### src/hw/rtl/wavp_pkg.sv
// Shared types, codes and lookup functions for the WAV header parser.
`timescale 1ns / 1ps

package wavp_pkg;

  typedef enum logic [1:0] {
    STAGE_HEADER = 2'd0,
    STAGE_DATA   = 2'd1,
    STAGE_TRAIL  = 2'd2
  } stage_e;

  typedef enum logic [1:0] {
    KIND_FIELD = 2'd0,
    KIND_ERROR = 2'd1,
    KIND_DONE  = 2'd2
  } kind_e;

  localparam logic [3:0] FID_FILE_SIZE = 4'd0;
  localparam logic [3:0] FID_FMT_SIZE  = 4'd1;
  localparam logic [3:0] FID_FORMAT    = 4'd2;
  localparam logic [3:0] FID_CHANNELS  = 4'd3;
  localparam logic [3:0] FID_RATE      = 4'd4;
  localparam logic [3:0] FID_BYTE_RATE = 4'd5;
  localparam logic [3:0] FID_ALIGN     = 4'd6;
  localparam logic [3:0] FID_BITS      = 4'd7;
  localparam logic [3:0] FID_DATA_SIZE = 4'd8;

  localparam logic [3:0] TAG_RIFF = 4'd0;
  localparam logic [3:0] TAG_WAVE = 4'd1;
  localparam logic [3:0] TAG_FMT  = 4'd2;
  localparam logic [3:0] TAG_DATA = 4'd3;

  localparam logic [3:0] ERR_HDR_TRUNC  = 4'd4;
  localparam logic [3:0] ERR_FMT_SIZE   = 4'd5;
  localparam logic [3:0] ERR_FORMAT     = 4'd6;
  localparam logic [3:0] ERR_CHANNELS   = 4'd7;
  localparam logic [3:0] ERR_BITS       = 4'd8;
  localparam logic [3:0] ERR_ALIGN      = 4'd9;
  localparam logic [3:0] ERR_BYTE_RATE  = 4'd10;
  localparam logic [3:0] ERR_DATA_TRUNC = 4'd11;
  localparam logic [3:0] ERR_SIZE       = 4'd12;

  localparam logic [31:0] FMT_CHUNK_LEN = 32'd16;
  localparam logic [31:0] FORMAT_PCM    = 32'd1;
  localparam logic [32:0] RIFF_OVERHEAD = 33'd36;

  localparam int unsigned QDepth = 4;
  localparam int unsigned QPtrW  = $clog2(QDepth);
  localparam int unsigned QCntW  = $clog2(QDepth + 1);

  typedef struct packed {
    logic [7:0] data_byte;
    logic       stream_end;
  } wav_in_t;

  typedef struct packed {
    kind_e       report_kind;
    logic [3:0]  field_id;
    logic [31:0] field_value;
    logic [3:0]  error_code;
    logic        last_in_run;
  } wav_res_t;

  // Results of one accepted beat, handed to the result queue
  typedef struct packed {
    logic [1:0] cnt;
    wav_res_t   r0;
    wav_res_t   r1;
  } wavp_push_t;

  typedef struct packed {
    logic       is_tag;
    logic [3:0] id;
    logic [1:0] k;
    logic       last;
  } seg_t;

  function automatic seg_t seg_lookup(logic [5:0] pos);
    seg_t s;
    s.is_tag = 1'b0;
    s.k      = pos[1:0];
    s.last   = (pos[1:0] == 2'd3);
    if (pos < 6'd4) begin
      s.is_tag = 1'b1; s.id = TAG_RIFF;
    end else if (pos < 6'd8) begin
      s.id = FID_FILE_SIZE;
    end else if (pos < 6'd12) begin
      s.is_tag = 1'b1; s.id = TAG_WAVE;
    end else if (pos < 6'd16) begin
      s.is_tag = 1'b1; s.id = TAG_FMT;
    end else if (pos < 6'd20) begin
      s.id = FID_FMT_SIZE;
    end else if (pos < 6'd24) begin
      s.id = (pos < 6'd22) ? FID_FORMAT : FID_CHANNELS;
    end else if (pos < 6'd28) begin
      s.id = FID_RATE;
    end else if (pos < 6'd32) begin
      s.id = FID_BYTE_RATE;
    end else if (pos < 6'd36) begin
      s.id = (pos < 6'd34) ? FID_ALIGN : FID_BITS;
    end else if (pos < 6'd40) begin
      s.is_tag = 1'b1; s.id = TAG_DATA;
    end else begin
      s.id = FID_DATA_SIZE;
    end
    // two-byte fields start on even positions
    if (!s.is_tag && (pos >= 6'd20) && (pos < 6'd24 || (pos >= 6'd32 && pos < 6'd36))) begin
      s.k    = {1'b0, pos[0]};
      s.last = pos[0];
    end
    return s;
  endfunction

  function automatic logic [7:0] tag_byte(logic [1:0] tag, logic [1:0] k);
    logic [7:0] b;
    case ({tag, k})
      4'h0: b = 8'h52;
      4'h1: b = 8'h49;
      4'h2: b = 8'h46;
      4'h3: b = 8'h46;
      4'h4: b = 8'h57;
      4'h5: b = 8'h41;
      4'h6: b = 8'h56;
      4'h7: b = 8'h45;
      4'h8: b = 8'h66;
      4'h9: b = 8'h6D;
      4'hA: b = 8'h74;
      4'hB: b = 8'h20;
      4'hC: b = 8'h64;
      4'hD: b = 8'h61;
      4'hE: b = 8'h74;
      4'hF: b = 8'h61;
      default: b = 8'h00;
    endcase
    return b;
  endfunction

  function automatic wav_res_t mk_field(logic [3:0] id, logic [31:0] val);
    wav_res_t r;
    r.report_kind = KIND_FIELD;
    r.field_id    = id;
    r.field_value = val;
    r.error_code  = 4'd0;
    r.last_in_run = 1'b0;
    return r;
  endfunction

  function automatic wav_res_t mk_error(logic [3:0] code);
    wav_res_t r;
    r.report_kind = KIND_ERROR;
    r.field_id    = 4'd0;
    r.field_value = 32'd0;
    r.error_code  = code;
    r.last_in_run = 1'b0;
    return r;
  endfunction

  function automatic wav_res_t mk_done();
    wav_res_t r;
    r.report_kind = KIND_DONE;
    r.field_id    = 4'd0;
    r.field_value = 32'd0;
    r.error_code  = 4'd0;
    r.last_in_run = 1'b0;
    return r;
  endfunction

endpackage

### src/hw/rtl/wavp_core.sv
// Parser state and per-beat result logic of the WAV header parser.
`timescale 1ns / 1ps

module wavp_core (
  input  logic                clk_i,
  input  logic                rst_ni,
  input  logic                accept_i,
  input  wavp_pkg::wav_in_t   in_i,
  output wavp_pkg::wavp_push_t push_o
);

  wavp_pkg::stage_e stage_q, stage_d;
  logic [5:0]  pos_q, pos_d;
  logic        halted_q, halted_d;
  logic [31:0] shift_q, shift_d;
  logic [31:0] file_size_q, file_size_d;
  logic [1:0]  chan_q, chan_d;
  logic [31:0] rate_q, rate_d;
  logic [31:0] brate_q, brate_d;
  logic [15:0] align_q, align_d;
  logic [31:0] prod_q, prod_d;
  logic [31:0] left_q, left_d;
  logic        overrun_q, overrun_d;

  wavp_pkg::seg_t seg;
  logic [7:0]  b;
  logic        end_beat, is_byte, hdr_byte, tag_bad, fld_done, data_beat, data_fin;
  logic [31:0] shift_new, left_dec;
  logic        overrun_now;
  logic        chk_err;
  logic [3:0]  chk_code;
  logic [2:0]  align_exp;
  logic [47:0] prod_full;
  logic [3:0]  end_code;

  assign seg       = wavp_pkg::seg_lookup(pos_q);
  assign b         = in_i.data_byte;
  assign end_beat  = accept_i && in_i.stream_end && !halted_q;
  assign is_byte   = accept_i && !in_i.stream_end && !halted_q;
  assign hdr_byte  = is_byte && (stage_q == wavp_pkg::STAGE_HEADER);
  assign tag_bad   = hdr_byte && seg.is_tag && (b != wavp_pkg::tag_byte(seg.id[1:0], seg.k));
  assign fld_done  = hdr_byte && !seg.is_tag && seg.last;
  assign shift_new = ((seg.k == 2'd0) ? 32'd0 : shift_q) | ({24'd0, b} << {seg.k, 3'b000});
  assign data_beat = is_byte && (stage_q == wavp_pkg::STAGE_DATA);
  assign left_dec  = (left_q != 32'd0) ? left_q - 32'd1 : 32'd0;
  assign data_fin  = data_beat && (left_dec == 32'd0);
  assign overrun_now = ({1'b0, shift_new} + wavp_pkg::RIFF_OVERHEAD) > {1'b0, file_size_q};
  assign align_exp = (shift_new == 32'd16) ? {chan_q, 1'b0} : {1'b0, chan_q};
  assign prod_full = rate_q * shift_new[15:0];

  // field checks on the value that completes this beat
  always_comb begin
    chk_err  = 1'b0;
    chk_code = wavp_pkg::ERR_FMT_SIZE;
    case (seg.id)
      wavp_pkg::FID_FMT_SIZE: begin
        chk_err = (shift_new != wavp_pkg::FMT_CHUNK_LEN);
      end
      wavp_pkg::FID_FORMAT: begin
        chk_err  = (shift_new != wavp_pkg::FORMAT_PCM);
        chk_code = wavp_pkg::ERR_FORMAT;
      end
      wavp_pkg::FID_CHANNELS: begin
        chk_err  = (shift_new != 32'd1) && (shift_new != 32'd2);
        chk_code = wavp_pkg::ERR_CHANNELS;
      end
      wavp_pkg::FID_BITS: begin
        if ((shift_new != 32'd8) && (shift_new != 32'd16)) begin
          chk_err  = 1'b1;
          chk_code = wavp_pkg::ERR_BITS;
        end else if (align_q != {13'd0, align_exp}) begin
          chk_err  = 1'b1;
          chk_code = wavp_pkg::ERR_ALIGN;
        end else if (brate_q != prod_q) begin
          chk_err  = 1'b1;
          chk_code = wavp_pkg::ERR_BYTE_RATE;
        end
      end
      wavp_pkg::FID_DATA_SIZE: begin
        chk_err  = (shift_new == 32'd0) && overrun_now;
        chk_code = wavp_pkg::ERR_SIZE;
      end
      default: begin
        chk_err = 1'b0;
      end
    endcase
  end

  always_comb begin
    case (stage_q)
      wavp_pkg::STAGE_HEADER:
        end_code = seg.is_tag ? seg.id : wavp_pkg::ERR_HDR_TRUNC;
      wavp_pkg::STAGE_DATA: end_code = wavp_pkg::ERR_DATA_TRUNC;
      default:              end_code = wavp_pkg::ERR_DATA_TRUNC;
    endcase
  end

  // next state
  always_comb begin
    stage_d     = stage_q;
    pos_d       = pos_q;
    halted_d    = halted_q;
    shift_d     = shift_q;
    file_size_d = file_size_q;
    chan_d      = chan_q;
    rate_d      = rate_q;
    brate_d     = brate_q;
    align_d     = align_q;
    prod_d      = prod_q;
    left_d      = left_q;
    overrun_d   = overrun_q;
    if (accept_i && in_i.stream_end) begin
      stage_d  = wavp_pkg::STAGE_HEADER;
      pos_d    = 6'd0;
      halted_d = 1'b0;
    end else if (hdr_byte) begin
      if (tag_bad) begin
        halted_d = 1'b1;
      end else begin
        pos_d = pos_q + 6'd1;
        if (!seg.is_tag) begin
          shift_d = shift_new;
        end
        if (fld_done) begin
          halted_d = chk_err;
          case (seg.id)
            wavp_pkg::FID_FILE_SIZE: file_size_d = shift_new;
            wavp_pkg::FID_CHANNELS:  chan_d = shift_new[1:0];
            wavp_pkg::FID_RATE:      rate_d = shift_new;
            wavp_pkg::FID_BYTE_RATE: brate_d = shift_new;
            wavp_pkg::FID_ALIGN: begin
              align_d = shift_new[15:0];
              prod_d  = prod_full[31:0];
            end
            wavp_pkg::FID_DATA_SIZE: begin
              left_d    = shift_new;
              overrun_d = overrun_now;
              stage_d   = (shift_new == 32'd0) ? wavp_pkg::STAGE_TRAIL : wavp_pkg::STAGE_DATA;
            end
            default: begin
              stage_d = stage_q;
            end
          endcase
        end
      end
    end else if (data_beat) begin
      left_d = left_dec;
      if (data_fin) begin
        if (overrun_q) begin
          halted_d = 1'b1;
        end else begin
          stage_d = wavp_pkg::STAGE_TRAIL;
        end
      end
    end
  end

  // results of this beat
  always_comb begin
    push_o    = '0;
    push_o.r0 = wavp_pkg::mk_done();
    push_o.r1 = wavp_pkg::mk_done();
    if (end_beat) begin
      push_o.cnt = 2'd1;
      if (stage_q == wavp_pkg::STAGE_HEADER ||
          (stage_q == wavp_pkg::STAGE_DATA && left_q != 32'd0)) begin
        push_o.r0 = wavp_pkg::mk_error(end_code);
      end
    end else if (tag_bad) begin
      push_o.cnt = 2'd1;
      push_o.r0  = wavp_pkg::mk_error(seg.id);
    end else if (fld_done) begin
      push_o.r0 = wavp_pkg::mk_field(seg.id, shift_new);
      if (chk_err) begin
        push_o.cnt = 2'd2;
        push_o.r1  = wavp_pkg::mk_error(chk_code);
      end else begin
        push_o.cnt = 2'd1;
      end
    end else if (data_fin && overrun_q) begin
      push_o.cnt = 2'd1;
      push_o.r0  = wavp_pkg::mk_error(wavp_pkg::ERR_SIZE);
    end
    // mark the final result of the run
    push_o.r0.last_in_run = (push_o.cnt == 2'd1);
    push_o.r1.last_in_run = (push_o.cnt == 2'd2);
  end

  always_ff @(posedge clk_i or negedge rst_ni) begin
    if (!rst_ni) begin
      stage_q  <= wavp_pkg::STAGE_HEADER;
      pos_q    <= 6'd0;
      halted_q <= 1'b0;
    end else begin
      stage_q  <= stage_d;
      pos_q    <= pos_d;
      halted_q <= halted_d;
    end
  end

  always_ff @(posedge clk_i) begin
    shift_q     <= shift_d;
    file_size_q <= file_size_d;
    chan_q      <= chan_d;
    rate_q      <= rate_d;
    brate_q     <= brate_d;
    align_q     <= align_d;
    prod_q      <= prod_d;
    left_q      <= left_d;
    overrun_q   <= overrun_d;
  end

endmodule

### src/hw/rtl/wavp_res_fifo.sv
// Result queue: takes up to two results per cycle, hands out one per beat.
`timescale 1ns / 1ps

module wavp_res_fifo (
  input  logic                 clk_i,
  input  logic                 rst_ni,
  input  wavp_pkg::wavp_push_t push_i,
  output logic                 room_o,
  output logic                 out_valid_o,
  input  logic                 out_ready_i,
  output wavp_pkg::wav_res_t   out_data_o
);

  localparam int unsigned PtrW = wavp_pkg::QPtrW;
  localparam int unsigned CntW = wavp_pkg::QCntW;

  wavp_pkg::wav_res_t mem_q [wavp_pkg::QDepth];
  logic [PtrW-1:0] head_q, head_d, tail_q, tail_d, tail_nxt;
  logic [CntW-1:0] cnt_q, cnt_d;
  logic            pop;

  assign pop         = out_valid_o && out_ready_i;
  assign out_valid_o = (cnt_q != '0);
  assign out_data_o  = mem_q[head_q];
  // hold input while fewer than two slots are free
  assign room_o      = (cnt_q <= CntW'(wavp_pkg::QDepth - 2));
  assign tail_nxt    = tail_q + PtrW'(1);

  always_comb begin
    head_d = pop ? head_q + PtrW'(1) : head_q;
    tail_d = tail_q + PtrW'(push_i.cnt);
    cnt_d  = cnt_q + CntW'(push_i.cnt) - CntW'(pop);
  end

  always_ff @(posedge clk_i or negedge rst_ni) begin
    if (!rst_ni) begin
      head_q <= '0;
      tail_q <= '0;
      cnt_q  <= '0;
    end else begin
      head_q <= head_d;
      tail_q <= tail_d;
      cnt_q  <= cnt_d;
    end
  end

  always_ff @(posedge clk_i) begin
    if (push_i.cnt != 2'd0) begin
      mem_q[tail_q] <= push_i.r0;
    end
    if (push_i.cnt == 2'd2) begin
      mem_q[tail_nxt] <= push_i.r1;
    end
  end

endmodule

### src/hw/rtl/wav_header_parser.sv
// Top level of the streaming RIFF/WAVE PCM header parser.
`timescale 1ns / 1ps

// Takes one stream byte (or an end-of-stream marker) per beat and reports
// each header field as its last byte arrives, followed in the same run by
// any check error, then counts off the sample bytes and skips the tail.
// A beat is accepted every cycle while the four-entry result queue has at
// least two free slots; its results are registered into the queue and
// handed out one per output beat. A beat that yields two results (a field
// and its error) thus fills two queue slots, and the input stalls only
// once the queue backs up. The first error halts parsing until an
// end-of-stream beat rearms the block.

module wav_header_parser (
  input  logic               clk_i,
  input  logic               rst_ni,
  input  logic               in_valid_i,
  output logic               in_ready_o,
  input  wavp_pkg::wav_in_t  in_data_i,
  output logic               out_valid_o,
  input  logic               out_ready_i,
  output wavp_pkg::wav_res_t out_data_o
);

  logic                 accept;
  wavp_pkg::wavp_push_t push;

  assign accept = in_valid_i && in_ready_o;

  wavp_core u_core (
    .clk_i   (clk_i),
    .rst_ni  (rst_ni),
    .accept_i(accept),
    .in_i    (in_data_i),
    .push_o  (push)
  );

  wavp_res_fifo u_fifo (
    .clk_i      (clk_i),
    .rst_ni     (rst_ni),
    .push_i     (push),
    .room_o     (in_ready_o),
    .out_valid_o(out_valid_o),
    .out_ready_i(out_ready_i),
    .out_data_o (out_data_o)
  );

  // a two-result run is always a field report followed by its error
  assert property (@(posedge clk_i) disable iff (!rst_ni)
    push.cnt == 2'd2 |-> push.r0.report_kind == wavp_pkg::KIND_FIELD &&
                         push.r1.report_kind == wavp_pkg::KIND_ERROR)
    else $error("two-result run is not field then error");

  // an error or finish report always closes its run
  assert property (@(posedge clk_i) disable iff (!rst_ni)
    out_valid_o && out_data_o.report_kind != wavp_pkg::KIND_FIELD
      |-> out_data_o.last_in_run)
    else $error("error or finish report not last in run");

  // nothing is queued on a beat that was not accepted
  assert property (@(posedge clk_i) disable iff (!rst_ni)
    !accept |-> push.cnt == 2'd0)
    else $error("results pushed without an accepted beat");

endmodule
### config.mk
export PLATFORM = sky130hd
export DESIGN_NAME = wav_header_parser
export DESIGN_NICKNAME = d
export VERILOG_FILES = /design/src/hw/rtl/wavp_pkg.sv /design/src/hw/rtl/wavp_core.sv /design/src/hw/rtl/wavp_res_fifo.sv /design/src/hw/rtl/wav_header_parser.sv
export SDC_FILE = /design/constraint.sdc
export NUM_CORES = 2
export LEC_CHECK = 0
export BUFFER_PORTS_ARGS = -buffer_cell sky130_fd_sc_hd__buf_4
export CORE_UTILIZATION = 30
export DETAILED_ROUTE_END_ITERATION = 10
export GPL_TIMING_DRIVEN = 1
export PLACE_DENSITY_LB_ADDON = 0.12
export SLEW_MARGIN = 25
export SYNTH_ARGS = -nofsm -noshare
export SYNTH_HDL_FRONTEND = slang
export SYNTH_HIERARCHICAL = 1
export SYNTH_SLANG_ARGS = --single-unit
### constraint.sdc
create_clock -name clk_i -period 18.39 [get_ports clk_i]
set_input_delay 4.5975 -clock clk_i [delete_from_list [all_inputs] [get_ports clk_i]]
set_output_delay 4.5975 -clock clk_i [all_outputs]
set_load 0.02 [all_outputs]
Word-level counts from Yosys, hierarchy flattened
Memory sizes are Yosys's and may differ from the RTL's.
Index checks and enable logic that the tools add are counted.

storage, ports and cells
  flip-flop bits (word level) = 227
  bits in writable memories = 172
  bits in read-only memories = 112
  bits of input ports = 13
  output and inout port bits = 45
  word-level logic and storage cells = 197
  memories kept = 2

operators by class
  add/sub/neg operators = 8
  multiply operators = 1
  magnitude comparators = 16
  equality and inequality tests = 29
  shift operators = 1
  mux-type cells = 71
  bitwise operators = 4
  reduce and logical (&&, ||, !) cells = 50

memory list
  memory           depth  width  read ports  clocked after memory_dff  write ports  line                 text
  u_fifo.mem_q     4      43     1           0                         2            wavp_res_fifo.sv:17  wavp_pkg::wav_res_t mem_q [wavp_pkg::QDepth];
  (no name shown)  16     7      1           0                         0            wavp_pkg.sv:116      case ({tag, k})

operators by type and width
  cell                     count
  $mux W32                 7
  $mux W43                 5
  $mux W45                 3
  $logic_not A32 Y1        2
  $mux W4                  12
  $mux W44                 1
  $reduce_and A5 Y1        7
  $add A32 B6 Y33 const B  1
  $gt A33 B32 Y1           1
  $eq A32 B5 Y1 const B    1
  $mul A32 B16 Y32         1
  $ne A32 B1 Y1 const B    1
  $ne A32 B2 Y1 const B    1
  $ne A32 B32 Y1           1
  $ne A32 B4 Y1 const B    1
  $ne A32 B5 Y1 const B    1
  $or A32 B32 Y32          1
  $reduce_bool A32 Y1      1
  $shl A8 B5 Y32           1
  $sub A32 B1 Y32 const B  1
  $lt A6 B5 Y1 const B     5
  $lt A6 B6 Y1 const B     4
  $mux W1                  23
  $logic_and A1 B1 Y1      21
  37 further kinds         77

Logic depth before layout (Yosys ltp)
  depth in word-level cells = 31
  mapped depth = 34
  mapped depth without buffers = 29

Cells and area by module
Netlist, hierarchy kept.

modules (own cells, without submodules)
  module             times used  cells each  area an instance (sq um)  seq. area each (sq um)
  wavp_core          1           2,454       23,433.7                  6,561.3
  wavp_res_fifo      1           456         8,773.4                   5,340.1
  wav_header_parser  1           1           6.3                       0.0

Least setup slack after synthesis
No wires, ideal clock.

  kind = in2reg
  start = input in_data_i[4] (netlist bit)
  end = memory u_fifo/mem_q[0][0] (netlist bit) (enable)
  library setup time = 0.503 ns
  data arrival time = 12.231 ns
  data required time = 17.887 ns
  path slack = 5.656 ns
  cell stages on the path = 26
  path buffers = 6
  cell sequence = clkbuf_1 > mux2_2 > clkbuf_1 > ha_1 > a21oi_1 > or4_1 > buf_2 > nor3_1 > and2_1 > nand2_1 > xnor2_1 > ha_1 > and4_1 > nand3_1 > or4_1 > o22ai_1 > nor4b_1 > a21oi_1 > o21ai_1 > o211a_1 > buf_6 > inv_2 > buf_4 > buf_2 > o21bai_1 > o21ai_0

RTL lines
  what         line                     text
  from (decl)  wav_header_parser.sv:19  input wavp_pkg::wav_in_t in_data_i,
  to (decl)    wavp_res_fifo.sv:17

Final worst setup path
  start = input in_data_i[7] (netlist bit)
  end = register u_core.prod_q[31], data pin

on the way
  longest elaborated chain between the ends = 3

RTL lines
  what                      line              text
  $shl A8 B5 Y32            wavp_core.sv:43   assign shift_new = ((seg.k == 2'd0) ? 32'd0 : shift_q) | ({24'd0, b} << {seg.k, 3'b000});
  $or A32 B32 Y32           wavp_core.sv:43
  $mul A32 B16 Y32          wavp_core.sv:49   assign prod_full = rate_q * shift_new[15:0];
  via u_core.prod_full[31]  wavp_core.sv:33   logic [47:0] prod_full;
  to (signal assigned)      wavp_core.sv:208  prod_q <= prod_d;
  to (decl)                 wavp_core.sv:21   logic [31:0] prod_q, prod_d;

The timed path passes the listed nets, and every way through them passes these cells.
A chain may end at the register's enable or synchronous reset.

==> flow_summary.toml <==
[detailed_routing]
drtAntennaViolNets = 0
drt-wirelength-per-cell_um = 21.94
drtIter0Drc = 1460
drt_wl_total_mm = 95.71
drt_pass1_iterations = 5
drc = 0
vias = 21374
via_per_inst = 4.899

[worst_hold_path]
holdCritPathClass = "reg -> reg"
hold_depth = 1
hold_start = "u_fifo/cnt_q[2]$_DFF_PN0_"

[setup_path]
critPathArrivalTime_ps = 12350
regToRegSetupSlack_ps = 8750
path_delay_family = "adder cells"
cp_data_required_time_ps = 18710
end_kind = "flop"
crit_cells = 29
cp_max_fo = 32
crit_path_start = "in_data_i[7]"
cpMaxStageDelayCell = "fa_1"
reg2reg_depth = 30
crit_path_start_kind = "input port"
max_stage_delay_ps = 560
path_class = "in -> reg"
path_buf_inv = 9
reg2reg_from = "u_core/pos_q[3]$_DFFE_PN0P_"

[global_route]
grt_pass1_vias = 23360
grt_max_degree = 49
grtUsageTotal_pct = 17.98
grt_first_pass_wirelength_mm = 147.3
gr-total-overflow = 0
antenna_found_initial = 5

[floorplanning]
placementRows = 119
core-area_um2 = 105900
die_h_um = 329.7
start_util_pct = 30.43
pin_count = 58
fp.dieW_um = 329.7
fp.dieArea_um2 = 108700

[logic_synthesis]
synth-seq-cells = 399
synth_flop_cell = "edfxtp_1"
async_flop_share_pct = 4.010
netlist_area_um2 = 32210
synth_top_area_share_pct = 35.70
syn_inst = 2911
synth_top_area_cell = "edfxtp_1"
synth_warnings = 6
synth.top_cells.by_area = "edfxtp_1 36%, fa_1 19%, mux2_2 5.9%"
ys_seq_area_share_pct = 36.95
avgSynthCellArea_um2 = 11.07
synth_cell_type_count = 85
synth_edf_count = 383

[job]
cap_viol_max_count = 0

[timing]
hold_violations = 0
slew_violations = 0
fin_setup_tns_ps = 0
tightest_slew_ps = 1045
rsz0062_at_grt = "false"
skew_ps = 33.11
maxSlewHeadroom_pct = 29.84
fin_crit_ps = 12030
finalSetupViolCount = 0
max_freq_mhz = 83.15
period_share_pct = 65.40

[status]
status = "completed"

[cts]
cts_setup_buffers = 0
cts_hold_buf = 0
clock_latency_ps = 590
cts_num_sinks = 399
cts-root-buf = "clkbuf_16"
clock_path_buffers = 3
cts_tree = "yes"
path_clk_slew_ps = 60
htree_levels = 2
numCtsBuffers = 47
cts.repair.resized = 0

[final_layout]
areaGrowthSynthToFinish_pct = 11.42
final_area_um2 = 35890
diodes = 0
fillers = 10630
final_cell_mix = "428 x inv_1, 383 x edfxtp_1, 333 x nand2_1"
nets = 3361
mostFrequentLayoutCell = "inv_1"
final_layout_size_suffix_gt1_share_pct = 16.18

[placement]
numPortBuffers = 57
dpl_cell_area_um2 = 34210
hpwlAfterDp_mm = 66.68
gp_congestion = 0.8520
-- cells by family after synthesis --
kind of cell	synth area share [%]
adders and majority gates	23.11
and+or+nand+nor	12.64
buffers and inverters	8.021
DFF	36.95
other	0.01164
muxes	9.722
xor gates and xnor gates	4.105
AOI/OAI and AO/OA	5.442
-- through the flow --
stage,utilization [%],worst slack (ps),hold slack [ps],instances
5_1_grt,33.90,5881,600.7,4363
2_1_floorplan,-,5656,496.3,2946
6_report,33.90,6363,546.6,4363
4_1_cts,33.88,6382,542.1,4362
3_3_place_gp,32.31,5996,525.6,4277
3_5_place_dp,32.32,5784,534.4,4277
-- worst register-to-register path: cells and delay by family (launching register included) --
family	cells	cell delay, ps
AO/OA/AOI/OAI	8	2070
buffers and inverters	9	1330
flip-flops	1	910
XOR/XNOR	1	160
AND/OR/NAND/NOR	4	660
multiplexers	1	820
adder cells (fa/ha/maj)	7	3400
-- cell usage after synthesis, types with 10 or more instances --
library cell    n
nor4_1         22
edfxtp_1      383
o31ai_1        20
buf_6          10
and2_1        145
buf_4          42
buf_2          18
nand3_1        35
xnor2_1       112
mux4_2         43
nor3_1         43
o21a_1         15
mux2_4         10
clkbuf_1      103
nand2_1       334
or2_2          10
nor2b_1        21
nor2_1        113
nand4_1        30
inv_1         428
mux2i_1        11
dfrtp_1        16
a21o_1         17
or3_1          14
fa_1          305
mux2_2        169
xor2_1         39
ha_1          107
o21ai_0        59
a21oi_1        76
-- state kept, by name (all words and copies together), names as in the netlist, 3 cells and up --
register,cells
u_core/rate_q,32
u_core/shift_q,32
u_core/pos_q,6
u_fifo/mem_q,172
u_core/align_q,16
u_core/file_size_q,32
u_fifo/cnt_q,3
u_core/brate_q,32
u_core/left_q,32
u_core/prod_q,32
-- per-layer routing --
layer  GRT usage, %  vias up  wire, um
li1               -     9683         -
met1          24.75    11084     43660
met2          30.34      472     46270
met3          1.742      133      3559
met4          4.398        2      2209
met5              0        -        10
-- final cells by class --
| type | count | area [um^2] | area share, % |
|---|---|---|---|
| Timing Repair Buffer | 123 | 943.4 | 2.629 |
| Inverter | 437 | 1645 | 4.584 |
| Clock buffer | 52 | 1216 | 3.389 |
| Multi-Input combinational cell | 1928 | 18000 | 50.16 |
| Clock inverter | 33 | 435.4 | 1.213 |
| Tap cell | 1391 | 1740 | 4.849 |
| Sequential cell | 399 | 11910 | 33.17 |
-- final timing paths --
kind / end
max in group asynchronous: u_fifo/head_q[0]$_DFFE_PN0P_
min reg2reg: u_fifo/cnt_q[2]$_DFF_PN0_
min: u_fifo/cnt_q[2]$_DFF_PN0_
max: u_core/prod_q[31]$_DFFE_PP_
max reg2reg: u_core/prod_q[31]$_DFFE_PP_
min in group asynchronous: u_core/stage_q[0]$_DFFE_PN0P_
Power is not shown: default switching activity piles up to over one toggle a cycle in this logic, so the estimate is an artifact.
